**src/design/tafs_pkg.sv**
```systemverilog
`default_nettype none
package tafs_pkg;

  localparam int COS_FRAC     = 30;
  localparam int ACC_FRAC     = 20;
  localparam int CORDIC_STEPS = 24;
  localparam int CW           = 35;
  localparam int ZW           = 30;
  localparam int NORM_W       = 31;
  localparam int SQ_RAD_W     = 62;
  localparam int SQ_ROOT_W    = 31;
  localparam int SQ_REM_W     = 35;

  localparam logic signed [ZW-1:0] DEG90  = 30'sd94371840;
  localparam logic signed [ZW-1:0] DEG180 = 30'sd188743680;

  localparam logic signed [ZW-1:0] STEP_ANGLE [CORDIC_STEPS] = '{
    30'sd47185920, 30'sd27855475, 30'sd14718068, 30'sd7471121, 30'sd3750058,
    30'sd1876857, 30'sd938658, 30'sd469357, 30'sd234682, 30'sd117342,
    30'sd58671, 30'sd29335, 30'sd14668, 30'sd7334, 30'sd3667, 30'sd1833,
    30'sd917, 30'sd458, 30'sd229, 30'sd115, 30'sd57, 30'sd29, 30'sd14, 30'sd7
  };

  // sideband that rides along the divider and square root cells
  typedef struct packed {
    logic              vld;
    logic              tri_ok;
    logic              right;
    logic [2:0]        neg;
    logic [NORM_W-1:0] nx;
    logic [NORM_W-1:0] ny;
  } side_t;

  // flags that ride along the cordic cells
  typedef struct packed {
    logic       vld;
    logic       tri_ok;
    logic       right;
    logic [2:0] neg;
  } flags_t;

endpackage
`default_nettype wire

```
**src/design/tafs_sqrt_cell.sv**
```systemverilog
`default_nettype none
module tafs_sqrt_cell (
  input  logic                           clk,
  input  logic                           en,
  input  logic [tafs_pkg::SQ_RAD_W-1:0]  rad_in,
  input  logic [tafs_pkg::SQ_REM_W-1:0]  rem_in,
  input  logic [tafs_pkg::SQ_ROOT_W-1:0] root_in,
  input  logic [tafs_pkg::COS_FRAC-1:0]  cos_in,
  output logic [tafs_pkg::SQ_RAD_W-1:0]  rad_out,
  output logic [tafs_pkg::SQ_REM_W-1:0]  rem_out,
  output logic [tafs_pkg::SQ_ROOT_W-1:0] root_out,
  output logic [tafs_pkg::COS_FRAC-1:0]  cos_out
);
  import tafs_pkg::*;

  logic [SQ_REM_W-1:0]  cur;
  logic [SQ_REM_W-1:0]  trial;
  logic                 take;
  logic [SQ_REM_W-1:0]  rem_next;
  logic [SQ_ROOT_W-1:0] root_next;

  // one result bit per cell, two radicand bits consumed
  always_comb begin
    cur       = {rem_in[SQ_REM_W-3:0], rad_in[SQ_RAD_W-1 -: 2]};
    trial     = SQ_REM_W'({root_in, 2'b01});
    take      = cur >= trial;
    rem_next  = take ? cur - trial : cur;
    root_next = {root_in[SQ_ROOT_W-2:0], take};
  end

  always_ff @(posedge clk) begin
    if (en) begin
      rad_out  <= {rad_in[SQ_RAD_W-3:0], 2'b00};
      rem_out  <= rem_next;
      root_out <= root_next;
      cos_out  <= cos_in;
    end
  end
endmodule
`default_nettype wire

```
**config.mk**
```make
export PLATFORM = sky130hd
export DESIGN_NAME = tafs_sqrt_cell
export DESIGN_NICKNAME = d
export VERILOG_FILES = /design/src/design/tafs_pkg.sv /design/src/design/tafs_sqrt_cell.sv
export SDC_FILE = /design/constraint.sdc
export NUM_CORES = 1
export LEC_CHECK = 0
export BUFFER_PORTS_ARGS = -buffer_cell sky130_fd_sc_hd__buf_2
export CORE_UTILIZATION = 45
export DETAILED_ROUTE_END_ITERATION = 16
export GPL_TIMING_DRIVEN = 0
export HOLD_SLACK_MARGIN = 0.1
export PLACE_DENSITY = 0.81
export SYNTH_ARGS = -nofsm -noshare
export SYNTH_HDL_FRONTEND = slang
export SYNTH_SLANG_ARGS = --single-unit
```
**constraint.sdc**
```tcl
create_clock -name clk -period 8.4 [get_ports clk]
set_clock_uncertainty 0.05 [all_clocks]
set_input_delay 1.68 -clock clk [delete_from_list [all_inputs] [get_ports clk]]
set_output_delay 1.68 -clock clk [all_outputs]
set_load 0.05 [all_outputs]
```
* Word-level counts from Yosys, hierarchy flattened
Cells that the tools add are included.
W data, S select, Z words.
** Word-level totals
- Register bits after elaboration :: 156
- Input bits :: 160
- Output and inout port bits :: 158
- Logic and storage cells :: 7
** Cells by class
- $add $sub $neg :: 1
- $lt $le $gt $ge :: 1
- Multiplexer cells :: 1
** Operators by type and width (count)
- $ge A35 B33 Y1 :: 1
- $mux W35 :: 1
- $sub A35 B33 Y35 :: 1

* Logic depth before layout (Yosys ltp)
- Depth in word-level cells :: 2
- Depth in mapped cells :: 13
- Gate-level depth less buffers :: 11

* Worst setup path after synthesis
Ideal clock, no wire load.
- Path type :: input-to-reg
- Start point :: in root_in[15] (netlist bit)
- End point :: reg rem_out[34] (netlist bit) (data pin)
- Library setup time :: 0.269 ns
- Arrival :: 3.738 ns
- Data required time :: 8.081 ns
- Slack :: 4.343 ns
- Stages on the path :: 10
- Buffers on the path :: 0
- Cell sequence :: inv_1 -> ha_1 -> a211oi_2 -> nor2_1 -> a2111o_1 -> or3b_4 -> o21ai_4 -> o31ai_2 -> a2111oi_4 -> xor2_1
** Between the ends
- Word-level cells in the longest chain between the ends :: 2
- Elaborated cells between the ends (all ways) :: 3
- Classes of those cells :: add/sub: 1; order compare: 1; mux: 1
** RTL lines
- from (decl) :: RTL line tafs_sqrt_cell.sv:7 : input logic [tafs_pkg::SQ_ROOT_W-1:0] root_in,
- $sub A35 B33 Y35 or $ge A35 B33 Y1 (tied branches) :: RTL line tafs_sqrt_cell.sv:27, tafs_sqrt_cell.sv:26
- $mux W35 * :: RTL line tafs_sqrt_cell.sv:27 : rem_next = take ? cur - trial : cur;
- named net rem_next[34] :: RTL line tafs_sqrt_cell.sv:19 : logic [SQ_REM_W-1:0] rem_next;
- to (signal assigned) :: RTL line tafs_sqrt_cell.sv:34 : rem_out <= rem_next;
- to (decl) :: RTL line tafs_sqrt_cell.sv:10 : output logic [tafs_pkg::SQ_REM_W-1:0] rem_out,
Mark *: on every way through the listed nets, which the timed path passes. The rest lies on a longest branch.
A chain may end at the register's enable or synchronous reset.

* Final worst setup path
- Start point :: in rem_in[7] (netlist bit)
- End point :: reg rem_out[12] (netlist bit) (data pin)
** Between the ends
- Word-level cells in the longest chain between the ends :: 2
- Elaborated cells between the ends (all ways) :: 3
- Classes of those cells :: add/sub: 1; order compare: 1; mux: 1
** RTL lines
- from (decl) :: RTL line tafs_sqrt_cell.sv:6 : input logic [tafs_pkg::SQ_REM_W-1:0] rem_in,
- $sub A35 B33 Y35 or $ge A35 B33 Y1 (tied branches) :: RTL line tafs_sqrt_cell.sv:27, tafs_sqrt_cell.sv:26
- $mux W35 * :: RTL line tafs_sqrt_cell.sv:27
- named net rem_next[12] :: RTL line tafs_sqrt_cell.sv:19
Marked as above.

==> reports/results.tsv <==
metric	value	unit
outcome	finished clean	
busiest grt layer	met2	
design area	0.00954	mm^2
GP Congestion	0.805	
std cell rows	45	
Mapped Cells	534	
critical path endpoint category	flop	
setup bufs post-CTS	0	
most frequent cells in the layout	buf_2 (313), edfxtp_1 (156), a21oi_1 (45)	
die area	0.0163	mm^2
Layout area overhead	34.6	%
dpl hpwl	14700	um
worst vdd ir	0.127	mV
ANT nets after route	0	
total power	0.00231	W
P_leak	4.19	nW
CTS sink cnt	156	
Max-Cap Viols	0	
Slowest-stage cell, CP	clkbuf_1	
Seq cells post-synth	156	
Final period util	0.516	
total number of vias	5575	
initial antenna violation count	2	
port buffer count	313	
DRT iter0 DRCs	266	
Clock Tree Buf Depth	2	
Area after DPL	0.00896	mm^2
Worst slew margin	0.527	
CTS tree	done	
most common cell after layout, fill and taps aside	buf_2	
DP Worst Slack	3.57	ns
max-slew violation count	0	
Total GRT Usage	0.235	
Worst Setup Start Kind	primary input	
final worst slack	4.07	ns
chip width	128	um
Die Span Y	128	um
grt total ovfl	0	
CP max stage delay	0.56	ns
synth warn	0	
routing usage on met2	0.436	
drt total wl	19300	um
syn avg cell area	13.3	um^2
Post-synth EDFFs	156	
Hold Buf Count CTS	0	
layout net count	1061	
worst hold path class	in2reg	
grt met1 use	0.253	
GRT met3 Usage	0.0712	
Arrival @ worst endpoint	4.43	ns
PostCTS Resize Cnt	0	
Unique masters post-synth	58	
Vias/cell	5.09	
clock buffer count from CTS	17	
Worst-path clk slew	0.07	ns
Critical Path, Cell by Cell	buf_2 > ha_1 > and2_1 > a221oi_1 > o21ai_1 > o211a_2 > a21boi_4 > clkbuf_1 > o31ai_1	
DRC Markers	0	
Buf/Inv on CP	2	
share of flip-flops with an asynchronous set or reset	0	
setup TNS	0	ns
Crit Path Max Fanout	10	
largest net degree at the start of global routing	92	
kind of critical path	in2reg	
final period demand of the worst path	4.33	ns
io pins	318	
Slew @ Worst Pin	0.709	ns
Avg WL per Cell	17.6	um
H-tree levels	4	
Pwr Density	242	mW/mm^2
RSZ-0062 raised after global routing	no	
Core ar.	0.0153	mm^2
Starting Density	0.463	
drt first pass iters	5	
register area share after synthesis	0.661	
CP Data Required Time	8.49	ns
prevailing post-synth register cell	edfxtp_1	
Max Clk Rate	231	MHz
CTS Root Buffer Type	clkbuf_16	
Cell Area, Synth	0.00709	mm^2
vias in the first global route	5375	
first-pass GRT wire length	28300	um
final-report setup violation count	0	
Final Hold Vio Count	0	
CP top delay family	compound AO/OA/AOI/OAI gates	
share of post-route cells with drive strength above 1	0.420	
[final timing paths]
| kind | start | to | cells past startpoint |
|---|---|---|---|
| worst max-delay path | rem_in[7] | rem_out[12] | 9 |
| worst min-delay path | rad_in[5] | rad_out[7] | 1 |
[layer usage]
metal,vias to the layer above,wire length [um],part of all wire
met5,-,0,0
met4,0,352,0.018
met3,28,1450,0.075
met2,207,10300,0.53
met1,2681,7240,0.37
li1,2659,-,-
[report_power, final]
part           total [W]  internal [W]  leakage, nW  switching (W)
registers       0.000966      0.000948         1.53      0.0000180
logic           0.000602      0.000157         2.39       0.000444
clock network   0.000745      0.000396        0.277       0.000350
total            0.00231       0.00150         4.19       0.000812
[cells in the mapped netlist (all sizes together) (4+ instances only)]
library cell,n,area [um^2]
clkbuf,10,37.5
buf,7,57.6
nand2b,5,31.3
and3,4,25.0
xnor2,17,149
inv,39,146
nand3,10,50.1
o21a,4,30.0
nor2,32,123
nor3,13,65.1
o211ai,6,45.0
nand2,44,165
a21o,10,76.3
edfxtp,156,4680
xor2,13,114
o31ai,6,55.1
a21oi,46,241
ha,33,413
nor2b,4,25.0
o21ai,31,166
nand4,7,50.1
[state kept, by name, summed over array words and instances, names as in the netlist]
signal    count
rad_out      60
rem_out      35
root_out     31
cos_out      30
[layout make-up]
cell class / instances / area, um^2
tap: 211 / 264
fill: 1236 / 5770
clock inverter: 15 / 154
antenna: 3 / 7.51
inverter: 39 / 146
buffer: 17 / 95.1
multi-input combinational: 323 / 2170
clock buffer: 17 / 425
sequential: 156 / 4680
timing repair buffer: 314 / 1600
[cells by family after synthesis]
kind of cell | after synthesis | share of synthesized area
AO/OA/AOI/OAI | 128 | 0.121
XOR/XNOR | 30 | 0.0371
adder cells (fa/ha/maj) | 33 | 0.0583
buffers and inverters | 56 | 0.0341
flip-flops | 156 | 0.661
multiplexers | 1 | 0.00159
other | 1 | 0.000529
AND/OR/NAND/NOR | 129 | 0.0867
[metrics by stage]
| stage | instances | hold WS [ns] | utilization |
|---|---|---|---|
| global placement | 1059 | 1.81 | 0.583 |
| CTS | 1092 | 1.36 | 0.623 |
| finish | 1095 | 1.38 | 0.623 |
| detailed placement | 1060 | 1.81 | 0.585 |
| global route | 1094 | 1.35 | 0.623 |
| floorplan | 535 | 1.73 | - |
Note: power is estimated with default switching activity, not from simulation.
