<file path="config.mk">
export PLATFORM = sky130hd
export DESIGN_NAME = tafs_div_cell
export DESIGN_NICKNAME = d
export VERILOG_FILES = /design/src/design/tafs_pkg.sv /design/src/design/tafs_div_cell.sv
export SDC_FILE = /design/constraint.sdc
export NUM_CORES = 1
export LEC_CHECK = 0
export ABC_AREA = 1
export BUFFER_PORTS_ARGS = -buffer_cell sky130_fd_sc_hd__buf_2
export CORE_MARGIN = 2
export CORE_UTILIZATION = 45
export CTS_CLUSTER_DIAMETER = 50
export DETAILED_ROUTE_END_ITERATION = 7
export HOLD_SLACK_MARGIN = 0.06
export PLACE_DENSITY = 0.81
export SYNTH_ARGS = -nofsm -noshare
export SYNTH_HDL_FRONTEND = slang
export SYNTH_SLANG_ARGS = --single-unit
</file>
<file path="constraint.sdc">
create_clock -name clk -period 2.3 [get_ports clk]
set_input_delay 0.575 -clock clk [delete_from_list [all_inputs] [get_ports clk]]
set_output_delay 0.575 -clock clk [all_outputs]
set_load 0.1 [all_outputs]
</file>
<file path="src/design/tafs_pkg.sv">
`default_nettype none
package tafs_pkg;

  localparam int COS_FRAC     = 30;
  localparam int ACC_FRAC     = 20;
  localparam int CORDIC_STEPS = 24;
  localparam int CW           = 35;
  localparam int ZW           = 30;
  localparam int NORM_W       = 31;
  localparam int SQ_RAD_W     = 62;
  localparam int SQ_ROOT_W    = 31;
  localparam int SQ_REM_W     = 35;

  localparam logic signed [ZW-1:0] DEG90  = 30'sd94371840;
  localparam logic signed [ZW-1:0] DEG180 = 30'sd188743680;

  localparam logic signed [ZW-1:0] STEP_ANGLE [CORDIC_STEPS] = '{
    30'sd47185920, 30'sd27855475, 30'sd14718068, 30'sd7471121, 30'sd3750058,
    30'sd1876857, 30'sd938658, 30'sd469357, 30'sd234682, 30'sd117342,
    30'sd58671, 30'sd29335, 30'sd14668, 30'sd7334, 30'sd3667, 30'sd1833,
    30'sd917, 30'sd458, 30'sd229, 30'sd115, 30'sd57, 30'sd29, 30'sd14, 30'sd7
  };

  // sideband that rides along the divider and square root cells
  typedef struct packed {
    logic              vld;
    logic              tri_ok;
    logic              right;
    logic [2:0]        neg;
    logic [NORM_W-1:0] nx;
    logic [NORM_W-1:0] ny;
  } side_t;

  // flags that ride along the cordic cells
  typedef struct packed {
    logic       vld;
    logic       tri_ok;
    logic       right;
    logic [2:0] neg;
  } flags_t;

endpackage
`default_nettype wire

</file>
<file path="src/design/tafs_div_cell.sv">
`default_nettype none
module tafs_div_cell #(
  parameter int W = 33
) (
  input  logic                          clk,
  input  logic                          en,
  input  logic [W-1:0]                  rem_in,
  input  logic [W-1:0]                  den_in,
  input  logic [tafs_pkg::COS_FRAC-1:0] quo_in,
  output logic [W-1:0]                  rem_out,
  output logic [W-1:0]                  den_out,
  output logic [tafs_pkg::COS_FRAC-1:0] quo_out
);
  import tafs_pkg::*;

  logic [W:0]   r2;
  logic         take;
  logic [W-1:0] rem_next;

  // one restoring division step, remainder stays below the divisor
  always_comb begin
    r2       = {rem_in, 1'b0};
    take     = r2 >= {1'b0, den_in};
    rem_next = take ? W'(r2 - {1'b0, den_in}) : W'(r2);
  end

  always_ff @(posedge clk) begin
    if (en) begin
      rem_out <= rem_next;
      den_out <= den_in;
      quo_out <= {quo_in[COS_FRAC-2:0], take};
    end
  end
endmodule
`default_nettype wire

</file>
; ---- Word-level counts from Yosys, hierarchy flattened
; Index checks and enable logic that the tools add are counted.
[classes]
bitwise = 0
mul = 0
add_sub_neg = 1
n_lt_le_gt_ge = 1
shift = 0
muxes = 1
div_mod_pow = 0
eq_ne = 0
reduce_logical = 0
[op_table]
columns = cell, n
row1 = $ge A34 B33 Y1, 1
row2 = $mux W33, 1
row3 = $sub A33 B33 Y33, 1
[word_totals]
output_inout_bits = 96
ramBits = 0
mem_bits_ro = 0
in_bits = 98
memories = 0
register_bits = 96
word_cells = 7
latchBits = 0

; ---- Logic depth before layout (Yosys ltp)
[depth]
ltp_word = 2
depth_mapped = 16
ltp_nobuf = 15

; ---- Worst setup path before layout
; No wires, ideal clock.
[synth_path]
path_kind = input-to-reg
from = input den_in[28]
to = register rem_out[31] (data pin)
setup_slack_ps = 134
path_stages = 14
arrival_time_ps = 1913
t_required_ps = 2047
setup_ps = 253
cell_sequence = inv_1 > ha_1 > nand2_2 > nor2_1 > nand2_1 > nor2_2 > nand2_1 > nor2_2 > nor2_2 > nand2_8 > inv_8 > buf_12 > nand2_2 > nand2_1
[synth_between]
elab_chain_cells = 2
[synth_rtl]
columns = item, line
row1 = from (decl), tafs_div_cell.sv:8  ; input logic [W-1:0] den_in,
row2 = $sub A33 B33 Y33 / $ge A34 B33 Y1 (equally long branches), "tafs_div_cell.sv:24, tafs_div_cell.sv:23"
row3 = $mux W33 (*), tafs_div_cell.sv:24  ; rem_next = take ? W'(r2 - {1'b0, den_in}) : W'(r2);
row4 = via rem_next[31], tafs_div_cell.sv:18  ; logic [W-1:0] rem_next;
row5 = to (signal assigned), tafs_div_cell.sv:29  ; rem_out <= rem_next;
row6 = to (decl), tafs_div_cell.sv:10  ; output logic [W-1:0] rem_out,
; Mark *: on every way through the listed nets, which the timed path passes. The rest lies on a longest branch.
; A chain may end at the register's enable or synchronous reset.

; ---- Worst setup path in the final report
[layout_path]
from = input den_in[24]
to = register rem_out[3] (data pin)
[layout_between]
elab_chain_cells = 2
[layout_rtl]
columns = item, line
row1 = $ge A34 B33 Y1, tafs_div_cell.sv:23  ; take = r2 >= {1'b0, den_in};
row2 = $mux W33, tafs_div_cell.sv:24
row3 = via rem_next[3], tafs_div_cell.sv:18
; The timed path passes the listed nets, and every way through them passes these cells.

==> summary.md <==
| Metric | Value |
|---|---|
| Antenna Cells | 0 |
| Die area | 14,700 um2 |
| Worst setup EP type | flip-flop |
| Required @ worst endpoint | 2.41 ns |
| CTS tree | built |
| Register area share after synthesis | 46.5% |
| Total grt overflow | 0 |
| First-pass GRT wire length | 25,700 um |
| CP bufs+invs | 3 |
| Final-report hold violation count | 0 |
| Final setup violation count | 0 |
| Vias in the first global route | 5,559 |
| Synth area leader | edfxtp_1 |
| Final HPWL DP | 13,600 um |
| DIE HEIGHT | 121 um |
| Setup TNS | 0 ns |
| Final WS setup | 0.142 ns |
| Relative slew slack | 66.9% |
| Placed Cells | 1,233 |
| Cts hold-fix bufs | 0 |
| Net total in the final layout | 1,200 |
| Number of cell rows | 42 |
| Outcome | completed |
| Syn Nets | 911 |
| Pleak | 0.00456 uW |
| Cell count after synthesis | 779 |
| Aggregate global-route resource usage | 22.4% |
| YS warnings | 0 |
| Synthesized area per cell | 7.97 um2 |
| PortBufs | 192 |
| Root Buffer | clkbuf_16 |
| Register area | 2880 um2 |
| Final Routed Wirelength | 16,300 um |
| Layout area overhead | 34.8% |
| Number of distinct library cells after synthesis | 27 |
| Critical path cell sequence | buf_2 -> inv_1 -> ha_1 -> nand2_2 -> nor2_2 -> nand2_1 -> nor2_2 -> nand2_1 -> nor2_2 -> nor2_4 -> nand2_8 -> inv_12 -> nand2_2 -> nand2_1 |
| Mux contribution to synthesized area | 0% |
| Initial DRC Count | 268 |
| TritonRoute pass-1 iters | 5 |
| DR vias | 5,697 |
| Slew of the pin with the lowest slew margin | 0.499 ns |
| Cell family with most CP delay | simple AND/OR/NAND/NOR gates |
| Post-synth ARST share | 0% |
| Pins Over Slew Limit | 0 |
| Post-synth EDFFs | 96 |
| Worst EP arrival | 2.27 ns |
| Hold path startpoint | quo_in[26] |
| Largest net degree at the start of global routing | 40 |
| CP startpoint kind | input pin |
| Routed Antenna Nets | 0 |
| Post-Synth Adder-Cell Area | 6.98% |
| Max incr delay on CP | 0.36 ns |
| FF+latch count, synth | 96 |
| Worst vdd ir | 0.000347 V |
| Post-DR wirelength/cell | 13.0 um |
| Synth Area in Simple Gates | 31.3% |
| Main combinational cell family by area after synthesis | simple AND/OR/NAND/NOR gates |
| Non-Filler Instances | 1,249 |
| Maximum clock path buffer count | 2 |
| Core Area | 13,300 um2 |
| Ranking of synthesized cells by area | edfxtp_1 (46%), nand2_1 (18%), inv_1 (9.5%), ha_1 (6.7%), nand2_2 (3.5%) |
| Vias/cell | 4.56 |
| H-tree Lvls | 3 |
| Complex-gate fraction of the synthesized area | 2.00% |
| Tmin final | 2.16 ns |
| Hold EP | quo_out[27] |
| Fmax | 0.463 GHz |
| Syn Std Cell Area | 6210 um2 |
| Pwr per Cell Area | 749 nW/um2 |
| Most numerous cell in the Yosys netlist | nand2_1 |
| Clock slew at reported path FFs | 0.07 ns |
| CP max FO | 32 |
| Filler Cell Count | 1,223 |
| HP Class | in -> reg |
| Final period util | 93.8% |
| Total CTS buffers | 9 |
| Multi-input gate area | 2660 um2 |
| Post-synth top cells | nand2_1 (294), inv_1 (157), edfxtp_1 (96) |
| Final GP Congestion | 0.910 |
| Clock sink count | 96 |
| Slowest cell on crit path | ha_1 |
| Initial antenna violation count | 0 |
| Critical path class | in -> reg |
| Min Hold Slack | 0.391 ns |
| Ratio of cells with drive above 1 in the final layout | 33.6% |
| XOR/XNOR share of the synthesized area | 1.98% |
| Die X | 121 um |
| Synth Flop Type | edfxtp_1 |
| Synth top area share | 46.5% |
| Starting Density | 46.5% |
| DRC | 0 |
| RSZ-0062 raised after global routing | no |
| Max-Cap Viols | 0 |
| Worst hold path stage count | 1 |
| DP Worst Slack | -0.243 ns |
| IO Pins | 194 |
[cell type report]
| class | count | area share (%) |
|---|---|---|
| sequential | 96 | 34.4 |
| multi-input combinational | 517 | 31.8 |
| timing repair buffer | 284 | 20.4 |
| inverter | 160 | 7.33 |
| clock buffer | 9 | 2.69 |
| tap | 176 | 2.63 |
| clock inverter | 7 | 0.733 |
[layout by cell type, fill, tap and decap left out]
master / count
nand2_1: 290
buf_2: 191
inv_1: 157
edfxtp_1: 96
buf_4: 89
nand2_2: 39
nor2_1: 37
nand3_1: 33
ha_1: 32
a21oi_1: 19
xor2_1: 14
nor2_2: 10
and2_1: 10
nand3b_1: 10
clkbuf_16: 9
nor3_1: 5
buf_12: 4
nor2_4: 3
nand4_1: 3
or2_2: 3
inv_2: 2
a21o_1: 2
inv_8: 2
inv_6: 2
clkinv_4: 2
nand3_2: 1
and3_1: 1
a21oi_2: 1
nand2_8: 1
inv_12: 1
o21ai_0: 1
fa_1: 1
ha_4: 1
clkinv_1: 1
[flip-flops by register name (all words and copies together), names as in the netlist]
register / count
den_out: 33
quo_out: 30
rem_out: 33
[where the power goes]
group / leakage [uW] / total, uW / switching, uW / internal, uW
clock: 0.000142 / 1460 / 706 / 757
combinational: 0.00348 / 2620 / 2000 / 619
sequential: 0.000939 / 2180 / 40.2 / 2140
total: 0.00456 / 6260 / 2750 / 3520
[stage by stage]
step	cell area [um2]	power (uW)	utilization [%]
floorplan	6210	4180	-
global placement	8040	4790	60.2
detailed placement	8040	4830	60.2
CTS	8320	6290	62.4
global route	8370	6540	62.7
finish	8370	6260	62.7
[routing by layer]
layer	wire length, um	track usage [%]	vias to the layer above
met1	6870	26.9	2534
met2	8230	40.6	158
met5	0	0	-
met3	870	3.62	24
met4	306	7.90	0
li1	-	-	2981
[worst max-delay path by stage]
stage	startpoint	endpoint	depth (start not counted)
CTS	rem_in[18]	rem_out[3]	15
floorplan	den_in[28]	rem_out[31]	14
detailed placement	rem_in[18]	rem_out[0]	14
finish	den_in[24]	rem_out[3]	14
global placement	den_in[22]	rem_out[24]	14
global route	den_in[6]	rem_out[3]	14
[logic make-up after synthesis]
family	Yosys count
and+or+nand+nor	446
DFF	96
buffers and inverters	166
AOI/OAI and AO/OA	23
xor gates and xnor gates	14
adders and majority gates	34
[repair_timing]
item                                    CTS  global route
gates resized for setup                   0            12
endpoints found under the setup margin    0            26
setup buffers                             0             0
(Power assumes the default switching activity.)
