File: src/design/tafs_pkg.sv
`default_nettype none
package tafs_pkg;

  localparam int COS_FRAC     = 30;
  localparam int ACC_FRAC     = 20;
  localparam int CORDIC_STEPS = 24;
  localparam int CW           = 35;
  localparam int ZW           = 30;
  localparam int NORM_W       = 31;
  localparam int SQ_RAD_W     = 62;
  localparam int SQ_ROOT_W    = 31;
  localparam int SQ_REM_W     = 35;

  localparam logic signed [ZW-1:0] DEG90  = 30'sd94371840;
  localparam logic signed [ZW-1:0] DEG180 = 30'sd188743680;

  localparam logic signed [ZW-1:0] STEP_ANGLE [CORDIC_STEPS] = '{
    30'sd47185920, 30'sd27855475, 30'sd14718068, 30'sd7471121, 30'sd3750058,
    30'sd1876857, 30'sd938658, 30'sd469357, 30'sd234682, 30'sd117342,
    30'sd58671, 30'sd29335, 30'sd14668, 30'sd7334, 30'sd3667, 30'sd1833,
    30'sd917, 30'sd458, 30'sd229, 30'sd115, 30'sd57, 30'sd29, 30'sd14, 30'sd7
  };

  // sideband that rides along the divider and square root cells
  typedef struct packed {
    logic              vld;
    logic              tri_ok;
    logic              right;
    logic [2:0]        neg;
    logic [NORM_W-1:0] nx;
    logic [NORM_W-1:0] ny;
  } side_t;

  // flags that ride along the cordic cells
  typedef struct packed {
    logic       vld;
    logic       tri_ok;
    logic       right;
    logic [2:0] neg;
  } flags_t;

endpackage
`default_nettype wire

File: src/design/tafs_cordic_cell.sv
`default_nettype none
module tafs_cordic_cell #(
  parameter int STEP = 0
) (
  input  logic                                clk,
  input  logic                                en,
  input  logic signed [tafs_pkg::CW-1:0]      x_in,
  input  logic signed [tafs_pkg::CW-1:0]      y_in,
  input  logic signed [tafs_pkg::ZW-1:0]      z_in,
  output logic signed [tafs_pkg::CW-1:0]      x_out,
  output logic signed [tafs_pkg::CW-1:0]      y_out,
  output logic signed [tafs_pkg::ZW-1:0]      z_out
);
  import tafs_pkg::*;

  logic signed [CW-1:0] dx;
  logic signed [CW-1:0] dy;
  logic                 up;

  // arithmetic shift rounds toward minus infinity
  always_comb begin
    dx = y_in >>> STEP;
    dy = x_in >>> STEP;
    up = y_in > 0;
  end

  always_ff @(posedge clk) begin
    if (en) begin
      if (up) begin
        x_out <= x_in + dx;
        y_out <= y_in - dy;
        z_out <= z_in + STEP_ANGLE[STEP];
      end else begin
        x_out <= x_in - dx;
        y_out <= y_in + dy;
        z_out <= z_in - STEP_ANGLE[STEP];
      end
    end
  end
endmodule
`default_nettype wire

File: config.mk
export PLATFORM = sky130hd
export DESIGN_NAME = tafs_cordic_cell
export DESIGN_NICKNAME = d
export VERILOG_FILES = /design/src/design/tafs_pkg.sv /design/src/design/tafs_cordic_cell.sv
export SDC_FILE = /design/constraint.sdc
export NUM_CORES = 1
export LEC_CHECK = 0
export BUFFER_PORTS_ARGS = -buffer_cell sky130_fd_sc_hd__buf_2
export CAP_MARGIN = 15
export CORE_ASPECT_RATIO = 0.6
export CORE_UTILIZATION = 25
export DETAILED_ROUTE_END_ITERATION = 10
export SLEW_MARGIN = 20
export SYNTH_ARGS = -nofsm -noshare
export SYNTH_HDL_FRONTEND = slang
export SYNTH_SLANG_ARGS = --single-unit
File: constraint.sdc
create_clock -name clk -period 3.6 [get_ports clk]
set_input_delay 0.18 -clock clk [delete_from_list [all_inputs] [get_ports clk]]
set_output_delay 0.18 -clock clk [all_outputs]
set_load 0.02 [all_outputs]
# Word level (Yosys, flattened, before mapping)
# Cells that the tools add are included.
[classes] mux=3 n_reduce_logical=0 n_shift=0 addsub=5 n_bitwise=0 magnitude_cmp=1 eq_ne=0 div_mod_pow=0 n_mul=0
[ops] cell="$mux 35" n=2
[ops] cell="$sub 35x35->35" n=2
[ops] cell="$add 35x35->35" n=1
[ops] cell="$gt 35x1->1 const B" n=1
[ops] cell="$add 30x27->30 const B" n=1
[ops] cell="$mux 30" n=1
[ops] cell="$sub 30x27->30 const B" n=1
[totals] ram_bits=0 n_memories=0 ff_bits=100 output_inout_bits=100 latchBits=0 rom_bits=0

# Logic depth before layout (Yosys ltp)
# Gate-level depths: netlist (run 1).
[depth] depth_word=2 ltp_mapped=17

# Worst setup path after synthesis (run 1)
# No wires, ideal clock.
[synth_path] kind="in2reg" startpoint="input y_in[14] in the netlist's numbering" endpoint="register z_out[29] in the netlist's numbering, data pin" t_arrival_ns=2.862 required_ns=3.339 stages=16 path_buffers=3 slack_ns=0.477 cell_sequence="nor4_1 -> nand3_1 -> nor3_1 -> or2_2 -> clkbuf_8 -> clkbuf_8 -> clkbuf_1 -> ha_1 -> a21o_1 -> a21oi_1 -> o21bai_1 -> a21oi_1 -> o21bai_1 -> a21oi_1 -> o21ai_0 -> xnor2_1"
[synth_via] elab_chain_len=2
[synth_rtl] element="start: declaration" line_no="tafs_cordic_cell.sv:8" source="input logic signed [tafs_pkg::CW-1:0] y_in,"
[synth_rtl] element="$gt 35x1->1" line_no="tafs_cordic_cell.sv:24" source="up = y_in > 0;"
[synth_rtl] element="$mux 30" line_no="tafs_cordic_cell.sv:29" source="if (up) begin"
[synth_rtl] element="end signal: assignment" line_no="tafs_cordic_cell.sv:32" source="z_out <= z_in + STEP_ANGLE[STEP];"
[synth_rtl] element="end signal: assignment" line_no="tafs_cordic_cell.sv:36" source="z_out <= z_in - STEP_ANGLE[STEP];"
[synth_rtl] element="end: declaration" line_no="tafs_cordic_cell.sv:12" source="output logic signed [tafs_pkg::ZW-1:0] z_out"
# Every way passes these cells.
# A chain may end at the register's enable or synchronous reset.

# Worst setup path after layout (run 1)
[layout_path] startpoint="input x_in[0] in the netlist's numbering" endpoint="register x_out[31] in the netlist's numbering, data pin"
[layout_via] elab_chain_len=2 elab_cells_between_ends=3
[layout_rtl] element="start: declaration" line_no="tafs_cordic_cell.sv:7" source="input logic signed [tafs_pkg::CW-1:0] x_in,"
[layout_rtl] element="$sub 35x35->35 / $add 35x35->35 (equally long branches)" line_no="tafs_cordic_cell.sv:34, tafs_cordic_cell.sv:30"
[layout_rtl] element="$mux 35 *" line_no="tafs_cordic_cell.sv:29"
[layout_rtl] element="end signal: assignment" line_no="tafs_cordic_cell.sv:30" source="x_out <= x_in + dx;"
[layout_rtl] element="end signal: assignment" line_no="tafs_cordic_cell.sv:34" source="x_out <= x_in - dx;"
[layout_rtl] element="end: declaration" line_no="tafs_cordic_cell.sv:10" source="output logic signed [tafs_pkg::CW-1:0] x_out,"
# Mark *: on every way between the ends. The rest lies on a longest branch, timed or not.

==> out/summary.md, run 1 <==
* **status** completed
* **CTS Root Cell** clkbuf_16
* **clock edge transition at the registers on the reported setup and hold paths** 80 ps
* **number of cells in the finished layout apart from fillers** 1882
* **final number of setup-violating endpoints** 0
* **post-synthesis instance area** 9550 µm²
* **sink count of the clock tree** 99
* **number of distinct library cell variants in the gate-level netlist after synthesis** 79
* **area added between synthesis and finish** 27.9%
* **layout cell share with drive strength beyond 1** 25.4%
* **Max-cap violations** 0
* **sum of net half-perimeters after detailed placement** 30.8 mm
* **crit share post-route** 91.4%
* **die span in y** 153 µm
* **top metal layer carrying routed signals** met4
* **overall track demand over capacity in global routing** 18.9%
* **crit path DAT** 3420 ps
* **flip-flop and latch area** 2970 µm²
* **TritonCTS clock tree** built
* **Multi-input gate area** 5850 µm²
* **via count of the first global-routing pass** 8683
* **required time of the critical path** 3730 ps
* **post-route worst setup slack** 311 ps
* **Std-Cell Rows** 55
* **peak clock frequency supported by timing** 0.304 GHz
* **setup repair after global routing missed its margin** no
* **critical path start-end classification** primary input to flip-flop
* **Final nets** 1577
* **detailed-routing wirelength on met1** 19.1 mm
* **antenna violations before repair** 2
* **length of routed met3 wiring** 3.64 mm
* **DP Cell Count** 1843
* **core utilization of the finished layout** 32.5%
* **starting density of the core** 25.4%
* **hold path startpoint** z_in[20]
* **Floorplan Core Area** 37600 µm²
* **port buffer count** 201
* **post-detailed-route via-to-cell ratio** 4.97
* **post-route DRC violation count** 0
* **static leakage power** 0.00550 µW
* **time the final worst path needs with I/O delays and setup** 3290 ps
* **flip-flop and latch count after synthesis** 99
* **power density over the cells** 367 nW/µm²
* **DRC violation total after the first TritonRoute iteration** 957
* **first drt pass iteration count** 5
* **WL met2** 14.5 mm
* **maximum root-to-sink buffer count** 2
* **share of async-settable or async-resettable flops after synthesis** 0%
* **routability cong.** 0.949
* **worst supply voltage drop on vdd** 0.200 mV
* **detailed-route wire length per cell** 19.9 µm
* **Least-Margin Pin Slew** 762 ps
* **width of the chip** 254 µm
* **IO Pins** 202
* **nature of the critical path startpoint** primary input
* **Die ar.** 39000 µm²
* **top fanout value on the critical path** 4
* **number of warnings printed during yosys synthesis** 0
* **maximum number of pins on one net before global-route repair** 51
* **Inserted Clock Buffers** 9
* **Top FF cell, synth** edfxtp_1
* **number of failing hold endpoints at the final stage** 0
* **number of inserted filler cells in the final layout** 3958
* **start point of the critical path** x_in[0]
* **Final Routed Wirelength** 37.4 mm
* **number of nets produced by synthesis** 1288
* **Syn Inst Count** 1072
* **total overflow reported by the global router** 0
* **worst slack at placement** -71.4 ps
* **number of nets still failing antenna checks after routing** 0
* **Mean Syn Cell Area** 8.91 µm²
* **Final Slew Violations** 0
* **cts repair resizes** 0
* **Critical Path Sink Type** flip-flop
* **level count of the clock H-tree** 3
* **EDFF count, synth** 99
* **wire length of the first global-routing pass** 54.4 mm
* **number of stages on the worst hold path** 2
* **hold crit path type** primary input to flip-flop
* **Hold Path Sink** z_out[20]
* **Total Power** 4490 µW
* **via count** 9347
* **tightest slew margin relative to the limit** 48.8%
* **register area share after synthesis** 31.1%
## power by group
group          leakage [µW]  internal, µW  total, µW  switching [µW]
clock network      0.000140           484       1010             530
registers          0.000969          1500       1560            57.1
logic               0.00439           738       1920            1180
## per-stage QoR
step | instance area (µm²) | hold WS (ps) | setup TNS, ps
3_5_place_dp | 11700 | 358 | -130
6_report | 12200 | 119 | 0
4_1_cts | 12200 | 106 | 0
3_3_place_gp | 11700 | 356 | -312
2_1_floorplan | 9550 | 279 | 0
5_1_grt | 12200 | 119 | 0
## routing by layer
layer  vias up  GRT usage [%]
li1       4463              -
met1      4447           29.6
met2       422           25.2
met3        15           5.64
met4         0           2.58
met5         -              0
## cell families (layout without fill, tap and decap cells)
family / Yosys count / in the layout / share of synthesized area, %
buf+inv: 161 / 455 / 7.69
other cells: 0 / 3 / 0
compound gates: 380 / 380 / 25.8
simple gates: 234 / 234 / 12.3
flops: 99 / 99 / 31.1
mux: 8 / 8 / 0.838
xor+xnor: 76 / 76 / 6.97
fa+ha+maj: 114 / 114 / 15.2
## repair_timing
item / in CTS / in global routing
endpoints found under the hold margin: 20 / 0
endpoints found under the setup margin: 0 / 0
buffers inserted: 0 / 0
hold buffers: 20 / 0
## worst max-delay path, cell delays in order
cell and delay [ps]:
buf_2 110, buf_4 130, inv_1 50, ha_1 340, and3b_1 240, o21ai_0 500, a31oi_1 270, a211o_1 380
a2111oi_2 390, nor2_1 180, a2111oi_1 390, a211oi_1 110, xor2_1 150
## state kept, by name (all words and copies together) (netlist names)
signal and flops:
x_out 35, y_out 34, z_out 30
## synth_stat cells (all sizes together), types with 3 or more instances
cell type	count	area, µm²
or4	3	26.3
a22oi	3	22.5
edfxtp	99	2970
a21o	35	267
nor3	17	85.1
xnor2	60	526
a221oi	6	65.1
a21boi	7	52.6
a2111oi	6	66.3
clkinv	3	11.3
a211oi	21	163
nand2	46	180
or2	3	18.8
mux2i	8	80.1
o211ai	8	60.1
xor2	16	140
and3	6	43.8
a211o	4	36.3
inv	110	413
o21ai	73	365
nand2b	15	93.8
nor4	17	113
nand3	12	65.1
fa	4	80.1
a31oi	10	62.6
nor2	73	274
a311oi	3	26.3
or3	5	31.3
o31ai	11	87.6
nand4	10	62.6
o21bai	29	218
o41ai	3	26.3
ha	110	1380
nor2b	11	68.8
and2	10	62.6
clkbuf	32	191
buf	15	109
o221ai	5	43.8
a21oi	120	601
o21a	17	128
## worst max path at each step
stage	cells past startpoint	slack, ps	endpoint
3_5_place_dp	15	-70	z_out[28]
5_1_grt	13	200	x_out[31]
6_report	13	310	x_out[31]
2_1_floorplan	16	480	z_out[29]
4_1_cts	15	350	z_out[28]
3_3_place_gp	14	-130	z_out[29]
## layout by cell type, fill, tap and decap left out, types with 15 or more instances in the layout
cell type | Yosys | routed
a211oi_1 | 20 | 20
a21o_1 | 32 | 32
a21oi_1 | 120 | 120
buf_2 | 3 | 200
buf_4 | 3 | 103
dlygate4sd3_1 | 0 | 20
edfxtp_1 | 99 | 99
ha_1 | 110 | 110
inv_1 | 110 | 110
nand2_1 | 45 | 45
nand2b_1 | 15 | 15
nor2_1 | 73 | 73
nor3_1 | 17 | 17
nor4_1 | 16 | 15
o21a_1 | 17 | 17
o21ai_0 | 73 | 73
o21bai_1 | 29 | 29
xnor2_1 | 60 | 60
xor2_1 | 16 | 16
## final cells by class
cell class	instances	area share [%]
inverter	113	3.47
clock inverter	6	0.451
clock buffer	10	1.87
antenna	3	0.0615
tap	513	5.25
timing repair buffer	326	16.7
multi-input combinational	812	47.9
sequential	99	24.3
No activity file was read; power rests on OpenSTA's default activity.
==> run 2, diff against run 1 <==
--- a/config.mk
+++ b/config.mk
@@ -9,6 +9,7 @@
 export CAP_MARGIN = 15
 export CORE_ASPECT_RATIO = 0.6
 export CORE_UTILIZATION = 25
+export CTS_BUF_LIST = sky130_fd_sc_hd__clkbuf_16
 export DETAILED_ROUTE_END_ITERATION = 10
 export SLEW_MARGIN = 20
 export SYNTH_ARGS = -nofsm -noshare
==> out/summary.md, run 2 (same netlist as run 1, synthesis figures left out) <==
* **status** completed
* **worst supply voltage drop on vdd** 0.200 mV
* **width of the chip** 254 µm
* **via count** 9352
* **Max-cap violations** 0
* **sink count of the clock tree** 99
* **time the final worst path needs with I/O delays and setup** 3290 ps
* **number of failing hold endpoints at the final stage** 0
* **Top reg by flops** x_out
* **final number of setup-violating endpoints** 0
* **required time of the critical path** 3730 ps
* **layout cell share with drive strength beyond 1** 25.4%
* **via count of the first global-routing pass** 8683
* **Die ar.** 39000 µm²
* **CTS Root Cell** clkbuf_16
* **number of inserted filler cells in the final layout** 3958
* **IO Pins** 202
* **critical path start-end classification** primary input to flip-flop
* **hold crit path type** primary input to flip-flop
* **TritonCTS clock tree** built
* **most frequent cells in the layout** 200 x buf_2, 120 x a21oi_1, 111 x inv_1
* **sum of net half-perimeters after detailed placement** 30.8 mm
* **crit share post-route** 91.4%
* **Std-Cell Rows** 55
* **tightest slew margin relative to the limit** 48.1%
* **Critical Path Sink Type** flip-flop
* **combined buffer and inverter count along the critical path** 3
* **largest incremental delay on the critical path** 500 ps
* **first drt pass iteration count** 7
* **starting density of the core** 25.4%
* **post-route worst setup slack** 310 ps
* **clock edge transition at the registers on the reported setup and hold paths** 80 ps
* **post-detailed-route via-to-cell ratio** 4.97
* **crit-path leading delay family** compound AO/OA/AOI/OAI gates
* **detailed-route wire length per cell** 19.9 µm
* **number of nets still failing antenna checks after routing** 0
* **cts repair resizes** 0
* **Floorplan Core Area** 37600 µm²
* **setup repair after global routing missed its margin** no
* **largest registers** x_out (35), y_out (34), z_out (30)
* **power density over the cells** 367 nW/µm²
* **level count of the clock H-tree** 3
* **top fanout value on the critical path** 4
* **die span in y** 153 µm
* **max FFs per register** 35
* **critical-path cell with the highest stage delay** o21ai_0
* **routability cong.** 0.949
* **antenna violations before repair** 2
* **worst slack at placement** -71.4 ps
* **crit path DAT** 3420 ps
* **overall track demand over capacity in global routing** 18.9%
* **Inserted Clock Buffers** 9
* **Total Power** 4490 µW
* **post-route DRC violation count** 0
* **peak clock frequency supported by timing** 0.304 GHz
* **area added between synthesis and finish** 27.9%
* **DRC violation total after the first TritonRoute iteration** 957
* **maximum number of pins on one net before global-route repair** 51
* **Least-Margin Pin Slew** 772 ps
* **ordered list of cells on the worst path** buf_2 -> buf_4 -> inv_1 -> ha_1 -> and3b_1 -> o21ai_0 -> a31oi_1 -> a211o_1 -> a2111oi_2 -> nor2_1 -> a2111oi_1 -> a211oi_1 -> xor2_1
* **Final Routed Wirelength** 37.4 mm
* **total overflow reported by the global router** 0
* **nature of the critical path startpoint** primary input
* **Final nets** 1577
* **port buffer count** 201
* **most common library cell in the layout ignoring fill and taps** buf_2
* **static leakage power** 0.00551 µW
* **Final Slew Violations** 0
* **maximum root-to-sink buffer count** 2
* **wire length of the first global-routing pass** 54.4 mm
run 2: layout make-up:
class	count	area [µm²]	share of cell area, %
antenna	3	7.51	0.0615
multi-input combinational	812	5850	47.9
sequential	99	2970	24.3
tap	513	642	5.25
inverter	113	424	3.47
clock inverter	7	58.8	0.481
clock buffer	9	225	1.84
timing repair buffer	326	2030	16.7
run 2: worst paths after layout:
kind                  from        end  slack [ps]  depth (start not counted)
setup / recovery   x_in[0]  x_out[31]         310                         13
hold / removal    z_in[20]  z_out[20]         120                          2
run 2: repair_timing:
action / 4_1_cts / 5_1_grt
hold buffers: 20 / 0
buffers inserted: 0 / 0
endpoints found under the hold margin: 20 / 0
run 2: routing by layer:
metal,wire (µm),up-vias,track usage (%),part of all wire [%]
li1,-,4462,-,-
met1,19000,4450,29.6,51
met2,14500,425,25.2,39
met3,3630,15,5.64,9.7
met4,221,0,2.58,0.59
met5,0,-,0,0
run 2: report_power, final:
part / leakage [µW] / switching, µW / internal (µW)
registers: 0.000969 / 57.1 / 1500
logic: 0.00439 / 1180 / 738
clock network: 0.000144 / 530 / 481
run 2: metrics by stage:
step | instance area, µm² | utilization, % | instances | hold slack, ps | setup TNS, ps
after floorplan | 9550 | - | 1072 | 279 | 0
after global placement | 11700 | 31.1 | 1843 | 356 | -312
after detailed placement | 11700 | 31.1 | 1843 | 358 | -130
after CTS | 12200 | 32.4 | 1879 | 106 | 0
after global routing | 12200 | 32.4 | 1880 | 119 | 0
final | 12200 | 32.5 | 1882 | 118 | 0
